[src/design/swrsi_pkg.sv]
`default_nettype none
// ----------------------------------------------------------------------------
// swrsi_pkg
// Shared widths, constants, register indexes and types of the sliding window
// RSI block.
// ----------------------------------------------------------------------------
package swrsi_pkg;

	localparam int PRICE_BITS = 32;
	localparam int MAX_WINDOW = 64;
	localparam int WL_BITS    = $clog2(MAX_WINDOW + 1);
	localparam int SUM_BITS   = PRICE_BITS + $clog2(MAX_WINDOW);
	localparam int THR_BITS   = 8;
	localparam int RSI_BITS   = 15;
	localparam int STEP_BITS  = $clog2(RSI_BITS);
	localparam int ADDR_BITS  = 3;
	localparam int DATA_BITS  = 32;

	localparam logic [RSI_BITS-1:0] RSI_SCALE = RSI_BITS'(25600);
	localparam logic [WL_BITS-1:0]  WL_MIN    = WL_BITS'(2);
	localparam logic [WL_BITS-1:0]  WL_MAX    = WL_BITS'(MAX_WINDOW);
	localparam logic [WL_BITS-1:0]  WL_RESET  = WL_BITS'(14);
	localparam logic [THR_BITS-1:0] THR_RESET = THR_BITS'(1);

	localparam logic REG_WINDOW_LENGTH = 1'b0;
	localparam logic REG_THRESHOLD     = 1'b1;

	typedef enum logic [2:0] {
		S_IDLE,
		S_REM,
		S_ADD,
		S_CHECK,
		S_DIV,
		S_DONE
	} state_t;

	typedef struct packed {
		logic shift;
		logic load;
	} cell_ctrl_t;

endpackage
`default_nettype wire

[src/design/swrsi_cell.sv]
`default_nettype none
// ----------------------------------------------------------------------------
// swrsi_cell
// One price cell of the window chain: takes the new price when it is the
// window's newest slot, otherwise takes its neighbor's price on each shift.
// ----------------------------------------------------------------------------
module swrsi_cell import swrsi_pkg::*; (
	input  wire logic                  clk,
	input  wire cell_ctrl_t            ctrl,
	input  wire logic [PRICE_BITS-1:0] new_price,
	input  wire logic [PRICE_BITS-1:0] next_price,
	output logic      [PRICE_BITS-1:0] held_price
);

	logic [PRICE_BITS-1:0] price_q;

	always_ff @(posedge clk) begin
		if (ctrl.shift) begin
			price_q <= ctrl.load ? new_price : next_price;
		end
	end

	assign held_price = price_q;

endmodule
`default_nettype wire

[src/design/swrsi_div.sv]
`default_nettype none
// ----------------------------------------------------------------------------
// swrsi_div
// Serial restoring divider: floor(num * RSI_SCALE / den), taking each
// quotient bit in a shift phase followed by an add phase.
// ----------------------------------------------------------------------------
module swrsi_div import swrsi_pkg::*; (
	input  wire logic                clk,
	input  wire logic                arst_n,
	input  wire logic                start,
	input  wire logic [SUM_BITS-1:0] num,
	input  wire logic [SUM_BITS:0]   den,
	output logic                     done,
	output logic      [RSI_BITS-1:0] quot
);

	logic                 busy_q;
	logic                 done_q;
	logic                 phase_q;
	logic [STEP_BITS-1:0] step_q;
	logic [SUM_BITS-1:0]  num_q;
	logic [SUM_BITS:0]    den_q;
	logic [SUM_BITS:0]    rem_q;
	logic [RSI_BITS-1:0]  quot_q;

	logic [SUM_BITS+1:0] shifted;
	logic [SUM_BITS+1:0] summed;
	logic [SUM_BITS+1:0] den_ext;
	logic [SUM_BITS+1:0] shifted_sub;
	logic [SUM_BITS+1:0] summed_sub;
	logic                shift_ge;
	logic                sum_ge;

	always_comb begin
		den_ext     = {1'b0, den_q};
		shifted     = {rem_q, 1'b0};
		summed      = {1'b0, rem_q} + {2'b00, num_q};
		shifted_sub = shifted - den_ext;
		summed_sub  = summed - den_ext;
		shift_ge    = shifted >= den_ext;
		sum_ge      = summed >= den_ext;
	end

	always_ff @(posedge clk or negedge arst_n) begin
		if (!arst_n) begin
			busy_q  <= 1'b0;
			done_q  <= 1'b0;
			phase_q <= 1'b0;
			step_q  <= '0;
		end else begin
			done_q <= 1'b0;
			if (start) begin
				busy_q  <= 1'b1;
				phase_q <= 1'b0;
				step_q  <= STEP_BITS'(RSI_BITS - 1);
			end else if (busy_q) begin
				phase_q <= ~phase_q;
				if (phase_q) begin
					if (step_q == '0) begin
						busy_q <= 1'b0;
						done_q <= 1'b1;
					end else begin
						step_q <= step_q - 1'b1;
					end
				end
			end
		end
	end

	always_ff @(posedge clk) begin
		if (start) begin
			num_q  <= num;
			den_q  <= den;
			rem_q  <= '0;
			quot_q <= '0;
		end else if (busy_q) begin
			if (!phase_q) begin
				rem_q  <= shift_ge ? shifted_sub[SUM_BITS:0] : shifted[SUM_BITS:0];
				quot_q <= {quot_q[RSI_BITS-2:0], shift_ge};
			end else if (RSI_SCALE[step_q]) begin
				rem_q  <= sum_ge ? summed_sub[SUM_BITS:0] : summed[SUM_BITS:0];
				quot_q <= quot_q + RSI_BITS'(sum_ge);
			end
		end
	end

	assign done = done_q;
	assign quot = quot_q;

endmodule
`default_nettype wire

[src/design/sliding_window_rsi.sv]
`default_nettype none
// Flow: a price passes through S_REM, S_ADD and S_CHECK, then a division or a
// threshold decides the result; no rsi while the window fills.
// Prices are taken one at a time: price_ready is high only in S_IDLE, and a
// division runs the serial divider over the 15 quotient bits.
// Reset: asynchronous, clears control, sums, fill count and registers to
// their defaults; the price cells are refilled after each window restart.
// ----------------------------------------------------------------------------
// sliding_window_rsi
// Simple-average RSI over a sliding window of prices held in a chain of cells.
// ----------------------------------------------------------------------------
module sliding_window_rsi import swrsi_pkg::*; (
	input  wire logic                  clk,
	input  wire logic                  arst_n,
	input  wire logic [PRICE_BITS-1:0] price,
	input  wire logic                  price_valid,
	output logic                       price_ready,
	output logic      [RSI_BITS-1:0]   rsi,
	output logic                       rsi_valid,
	input  wire logic                  rsi_ready,
	input  wire logic                  psel,
	input  wire logic                  penable,
	input  wire logic                  pwrite,
	input  wire logic [ADDR_BITS-1:0]  paddr,
	input  wire logic [DATA_BITS-1:0]  pwdata,
	output logic      [DATA_BITS-1:0]  prdata,
	output logic                       pready
);

	state_t state_q, state_d;

	logic [WL_BITS-1:0]  wl_q;
	logic [THR_BITS-1:0] thr_q;
	logic [WL_BITS-1:0]  seen_q;
	logic [SUM_BITS-1:0] gain_q;
	logic [SUM_BITS-1:0] loss_q;
	logic                rsi_valid_q;
	logic [RSI_BITS-1:0] rsi_q;
	logic [RSI_BITS-1:0] result_q;

	logic [PRICE_BITS-1:0] last_price_q;
	logic [PRICE_BITS-1:0] rem_mag_q;
	logic                  rem_gain_q;
	logic                  rem_en_q;
	logic [PRICE_BITS-1:0] add_mag_q;
	logic                  add_gain_q;
	logic                  add_en_q;

	logic                  in_txn;
	logic                  cfg_wr;
	logic [WL_BITS-1:0]    wl_wr;
	logic                  div_start;
	logic                  div_done;
	logic [RSI_BITS-1:0]   div_quot;
	logic                  out_load;
	logic                  below_gain;
	logic                  below_loss;
	logic                  window_full;
	logic [PRICE_BITS-1:0] cell_price [MAX_WINDOW];
	logic [PRICE_BITS-1:0] oldest;
	logic [PRICE_BITS-1:0] second;

	assign in_txn = price_valid && price_ready;
	assign cfg_wr = psel && penable && pwrite && pready;
	assign pready = 1'b1;

	// window length write saturates to the legal range
	always_comb begin
		wl_wr = pwdata[WL_BITS-1:0];
		if (wl_wr < WL_MIN) begin
			wl_wr = WL_MIN;
		end else if (wl_wr > WL_MAX) begin
			wl_wr = WL_MAX;
		end
	end

	always_comb begin
		case (paddr[2])
			REG_WINDOW_LENGTH: prdata = DATA_BITS'(wl_q);
			REG_THRESHOLD:     prdata = DATA_BITS'(thr_q);
			default:           prdata = '0;
		endcase
	end

	// price chain, newest price enters at slot window_length-1, oldest at slot 0
	for (genvar i = 0; i < MAX_WINDOW; i++) begin : g_cell
		cell_ctrl_t cctrl;
		assign cctrl.shift = in_txn;
		assign cctrl.load  = (wl_q == WL_BITS'(i + 1));
		swrsi_cell u_cell (
			.clk        (clk),
			.ctrl       (cctrl),
			.new_price  (price),
			.next_price (cell_price[(i == MAX_WINDOW - 1) ? i : i + 1]),
			.held_price (cell_price[i])
		);
	end

	assign oldest      = cell_price[0];
	assign second      = cell_price[1];
	assign window_full = seen_q >= wl_q;

	assign below_gain = gain_q < SUM_BITS'(thr_q);
	assign below_loss = loss_q < SUM_BITS'(thr_q);

	swrsi_div u_div (
		.clk    (clk),
		.arst_n (arst_n),
		.start  (div_start),
		.num    (gain_q),
		.den    ({1'b0, gain_q} + {1'b0, loss_q}),
		.done   (div_done),
		.quot   (div_quot)
	);

	always_ff @(posedge clk or negedge arst_n) begin
		if (!arst_n) begin
			state_q <= S_IDLE;
		end else begin
			state_q <= state_d;
		end
	end

	always_comb begin
		state_d     = state_q;
		price_ready = 1'b0;
		div_start   = 1'b0;
		out_load    = 1'b0;
		case (state_q)
			S_IDLE: begin
				price_ready = 1'b1;
				if (price_valid) begin
					state_d = S_REM;
				end
			end
			S_REM: begin
				state_d = S_ADD;
			end
			S_ADD: begin
				state_d = S_CHECK;
			end
			S_CHECK: begin
				if (!window_full) begin
					state_d = S_IDLE;
				end else if (below_gain || below_loss ||
				             (gain_q == '0 && loss_q == '0)) begin
					state_d = S_DONE;
				end else begin
					div_start = 1'b1;
					state_d   = S_DIV;
				end
			end
			S_DIV: begin
				if (div_done) begin
					state_d = S_DONE;
				end
			end
			S_DONE: begin
				if (!rsi_valid_q || rsi_ready) begin
					out_load = 1'b1;
					state_d  = S_IDLE;
				end
			end
			default: begin
				state_d = S_IDLE;
			end
		endcase
	end

	always_ff @(posedge clk or negedge arst_n) begin
		if (!arst_n) begin
			wl_q        <= WL_RESET;
			thr_q       <= THR_RESET;
			seen_q      <= '0;
			gain_q      <= '0;
			loss_q      <= '0;
			rsi_valid_q <= 1'b0;
		end else begin
			if (cfg_wr) begin
				case (paddr[2])
					REG_WINDOW_LENGTH: begin
						wl_q   <= wl_wr;
						seen_q <= '0;
						gain_q <= '0;
						loss_q <= '0;
					end
					REG_THRESHOLD: begin
						thr_q <= pwdata[THR_BITS-1:0];
					end
					default: begin
					end
				endcase
			end
			if (in_txn && !window_full) begin
				seen_q <= seen_q + 1'b1;
			end
			if (state_q == S_REM && rem_en_q) begin
				if (rem_gain_q) begin
					gain_q <= gain_q - SUM_BITS'(rem_mag_q);
				end else begin
					loss_q <= loss_q - SUM_BITS'(rem_mag_q);
				end
			end
			if (state_q == S_ADD && add_en_q) begin
				if (add_gain_q) begin
					gain_q <= gain_q + SUM_BITS'(add_mag_q);
				end else begin
					loss_q <= loss_q + SUM_BITS'(add_mag_q);
				end
			end
			if (out_load) begin
				rsi_valid_q <= 1'b1;
			end else if (rsi_ready) begin
				rsi_valid_q <= 1'b0;
			end
		end
	end

	always_ff @(posedge clk) begin
		if (in_txn) begin
			last_price_q <= price;
			rem_en_q     <= window_full;
			rem_gain_q   <= second > oldest;
			rem_mag_q    <= (second > oldest) ? (second - oldest) : (oldest - second);
			add_en_q     <= seen_q != '0;
			add_gain_q   <= price > last_price_q;
			add_mag_q    <= (price > last_price_q) ? (price - last_price_q)
			                                       : (last_price_q - price);
		end
		if (state_q == S_CHECK) begin
			result_q <= (!below_gain && below_loss) ? RSI_SCALE : '0;
		end
		if (state_q == S_DIV && div_done) begin
			result_q <= div_quot;
		end
		if (out_load) begin
			rsi_q <= result_q;
		end
	end

	assign rsi       = rsi_q;
	assign rsi_valid = rsi_valid_q;

endmodule
`default_nettype wire

[config.mk]
export PLATFORM = sky130hd
export DESIGN_NAME = sliding_window_rsi
export DESIGN_NICKNAME = d
export VERILOG_FILES = /design/src/design/swrsi_pkg.sv /design/src/design/swrsi_cell.sv /design/src/design/swrsi_div.sv /design/src/design/sliding_window_rsi.sv
export SDC_FILE = /design/constraint.sdc
export NUM_CORES = 2
export LEC_CHECK = 0
export ABC_AREA = 1
export BUFFER_PORTS_ARGS = -buffer_cell sky130_fd_sc_hd__clkbuf_2
export CAP_MARGIN = 5
export CORE_MARGIN = 4
export CORE_UTILIZATION = 40
export CTS_CLUSTER_SIZE = 16
export DETAILED_ROUTE_END_ITERATION = 16
export PLACE_DENSITY = 0.62
export SLEW_MARGIN = 10
export SYNTH_ARGS = -nofsm -noshare
export SYNTH_HDL_FRONTEND = slang
export SYNTH_SLANG_ARGS = --single-unit
[constraint.sdc]
create_clock -name clk -period 115.7 [get_ports clk]
set_input_delay 11.57 -clock clk [delete_from_list [all_inputs] [get_ports clk]]
set_output_delay 11.57 -clock clk [all_outputs]
set_load 0.02 [all_outputs]
==> summary by stage <==
Logic synthesis
After synthesis, the cell types taking the most area are edfxtp_1 55%, nand2_1 10%, o21ai_0 9.9%, ha_1 4.4%, a21oi_1 3.1%. By instance count, the leading cell after synthesis is nand2_1. The number of storage elements in the synthesis netlist is 2418.

Ranked by instance count, the synthesized netlist is headed by 3308 x nand2_1, 2443 x o21ai_0, 2255 x edfxtp_1. For this run, the register share of the synthesized area comes to 0.5793. Among all flip-flop cells after synthesis, the most frequent one is edfxtp_1. The count of warnings emitted by yosys is 0. The compound-cell area share of the yosys netlist came to 0.1540. Synthesis instantiated 76 different standard cells from the library. The proportion of register bits with asynchronous set or reset after synthesis is 0.04508. The share of the synthesized netlist area taken by xor and xnor gates is 0.01880.

The fraction of post-synthesis cell area in the top cell type by area is 0.5484. Each instance of the synthesized netlist takes up on average 9.495 µm². The leading area contributor after synthesis is edfxtp_1.

Measured against the total synthesized area, the mux share comes to 0.0007296. The main combinational cell family by area after synthesis is compound AO/OA/AOI/OAI gates. Of the total synthesized cell area, the portion taken by full adders, half adders and majority gates is 0.04603. The mapped netlist covers 123500 µm². Of the total synthesized cell area, the portion taken by AND, OR, NAND and NOR gates is 0.1477. The count of mapped cells out of synthesis is 13000. The number of enable flip-flop cells after synthesis is 2255.

Power and ir drop
Summed over all cells, the static leakage comes to 54.90 nW. The overall power is 3.582 mW. The worst voltage drop across the vdd grid is 0.01836 mV. Power spread over the standard cell area amounts to 26.26 nW/µm².

Clock network
CTS placed an instance of clkbuf_16 at the clock tree root. For the worst-skew pair, the clock arrives at the later sink with an insertion delay of 0.89 ns. The post-CTS clock slew at the launch and capture registers of the worst setup and hold paths is 0.06 ns. The number of hold buffers added after CTS was 0.

The longest clock path from root to sink contains 4 buffers. The CTS tree is built. The count of H-tree levels built during CTS is 5. Once the clock tree was built, the setup fixing pass inserted 0 buffers. The post-cts sizing count is 0. The clock drives 2418 sinks. In this run, CTS created clock tree buffers numbering 274.

Placed design
The final RePlAce weighted congestion is 0.9500. The count of port buffers added during placement is 72. The number of placed cells counting well taps is 16630.

The half-perimeter wire length after detailed placement is 250600 µm.

Floorplan
The die covers 317600 µm². The horizontal die dimension is 563.6 µm. The top-level I/O count is 124.

The region available for standard cell placement spans 306600 µm². After floorplanning, the core was divided into 203 placement rows. The initial utilization of the core area, before any placement, comes to 0.4028.

In this run the vertical extent of the chip is 563.6 µm.

Routing
The post-detailed-route via-to-cell ratio is 5.412. Detailed routing placed a total of 173400 µm of wire on met2. The uppermost signal routing layer after detailed routing is met4. The count of nets left with antenna violations once routing finished came out at 0.

After detailed routing, the total wire length is 368000 µm. The first TritonRoute pass finished after 6 iterations. The routed length on met3 is 17250 µm. The remaining routing DRC violations is 0. In this run, the number of DRC markers left after iteration 0 of detailed routing was 8052. Dividing the detail-routed wire length by the instance count gives 21.49 µm.

The detailed-routing wirelength on met1 is 165900 µm. Detailed routing inserted a total of 92680 vias.

Timing
The time the final worst path needs with I/O delays and setup is 23.79 ns. The worst-case clock skew is 0.07181 ns. The final hold violation count is 0. Based on the critical path, the design can be clocked at up to 42.03 MHz. Headroom to the max-slew limit came out at 0.1756. Setup violations remaining at the end of the flow were counted as 0. The setup TNS after final layout is 0 ns.

Of the available clock period, the critical path in the final layout requires 0.2056. The number of pins exceeding their max-slew limit in the final report is 0. Setup repair after global routing left no endpoint under its margin. At the pin with the least slew margin, the transition time is 1.237 ns.

Hold path
In this run the most critical hold path is launched from result_q[12]$_SDFFCE_PN0P_. The hold path endpoint is rsi[12]$_DFFE_PP_. The min-delay analysis places its worst path in the category reg -> reg. The number of instances on the worst hold path is 0.

GRT
Entering global routing, the biggest net connects 189 pins. The total global-route track usage is 0.2260. The wire length of the first global-routing pass is 557300 µm. The remaining global-route overflow is 0. The via count of the first global-routing pass is 88270. The initial antenna violation count is 12.

Layout
For this run, the post-layout net count is 13320. The layout overhead on the synthesized area is 10.47%. The count of placed standard cells in the final layout, fillers left out is 17130.

The count of filler cells inserted in the layout is 29530. The fraction of layout cells with a size suffix above 1 is 0.06153.

Worst setup path
The launch instance of the worst register-to-register path is u_div.rem_q[0]$_SDFFE_PP0P_. STA classifies the critical path startpoint as an input port. STA classifies the critical path endpoint as a primary output. Along the worst path, the maximum fanout reaches 17. The worst register-to-register path has a depth of 38. The critical path in this run is classified as in -> out.

For flop-to-flop paths, the worst setup slack is 107.21 ns. The endpoint of the worst register-to-register path is u_div.quot[13]$_SDFFE_PP0P_. The data required time of the worst path is 104.13 ns.

The critical path launch point is paddr[2]. For the worst setup path, the data arrival time is 12.22 ns.

Run status
The flow ran to the end, and the final reports show no timing, DRC or antenna violations.

Job
The total of max-cap violations is 0.
## worst max-delay path by stage
stage / cells after the start / slack (ns) / endpoint
final: 3 / 91.91 / prdata[2]
after global routing: 3 / 91.86 / prdata[1]
after CTS: 3 / 91.91 / prdata[2]
after detailed placement: 3 / 91.90 / prdata[2]
after global placement: 3 / 91.90 / prdata[2]
after floorplan: 4 / 2.45 / seen_q[2]$_DFFE_PN0P_
## worst max-delay path: stages
cell and delay, ns:
clkbuf_2 0.19, o21ai_0 0.25, clkbuf_2 0.21
## routing by layer
layer	track usage	up-vias
met2	0.3741	2265
met1	0.3138	45220
met5	0	-
met3	0.02487	551
li1	-	44640
met4	0.06667	0
## cell families after synthesis
group	count (synthesis)
buffers and inverters	1682
DFF	2418
other	2
xor gates and xnor gates	265
adders and majority gates	447
and+or+nand+nor	4564
AOI/OAI and AO/OA	3617
muxes	9
## power by group
part	switching (mW)	total [mW]	internal, mW	leakage [nW]
clock network	0.363	0.869	0.506	4.31
logic	0.943	1.36	0.417	28.0
registers	0.109	1.35	1.24	22.6
## sequential cells by signal, indices dropped and copies added, names as in the netlist, 4 cells and up
name,count
gain_q,38
u_div.num_q,38
rem_mag_q,32
result_q,15
thr_q,8
g_cell.u_cell.held_price,2048
last_price_q,32
loss_q,38
u_div.rem_q,39
u_div.quot,15
wl_q,7
rsi,15
u_div.den_q,39
add_mag_q,32
seen_q,7
u_div.step_q,4
## area by class of cell
class,count,area (µm²),share of cell area
flip-flops and latches,2418,71530,0.5244
clock inverters,151,1622,0.01189
well taps,4100,5130,0.03761
multi-input cells,8927,45680,0.3349
clock buffers,341,7244,0.05311
repair buffers,219,1529,0.01121
inverters,962,3656,0.02680
diodes,7,17.52,0.0001284
## placed cells by master, fill, tap and decap left out, types with 25 or more instances in the layout
cell,instances
clkbuf_16,279
o211ai_1,27
o21bai_1,38
clkinv_1,46
buf_4,143
clkinv_2,76
nand2_1,3245
nand3_1,347
a31oi_1,92
conb_1,25
edfxtp_1,2255
o21ai_0,2443
nor3_1,84
dfxtp_1,54
clkbuf_1,59
nand4_1,60
bufinv_16,26
xnor2_1,110
nor4_1,32
xor2_1,155
nand2_2,71
nor2_1,638
clkbuf_2,71
o21ai_1,34
inv_1,914
o21a_1,40
ha_1,435
dfrtp_1,105
a21oi_1,762
a21o_1,60
## per-stage QoR
stage	instance area [µm²]	hold WS [ns]	setup WS, ns	utilization
3_5_place_dp	127500	0.4065	91.90	0.4159
2_1_floorplan	123600	0.4003	2.453	-
6_report	136400	0.3902	91.91	0.4449
5_1_grt	136400	0.3993	91.86	0.4449
4_1_cts	136400	0.3958	91.91	0.4448
3_3_place_gp	127500	0.4025	91.90	0.4159
Note: power is estimated with default switching activity, not from simulation.
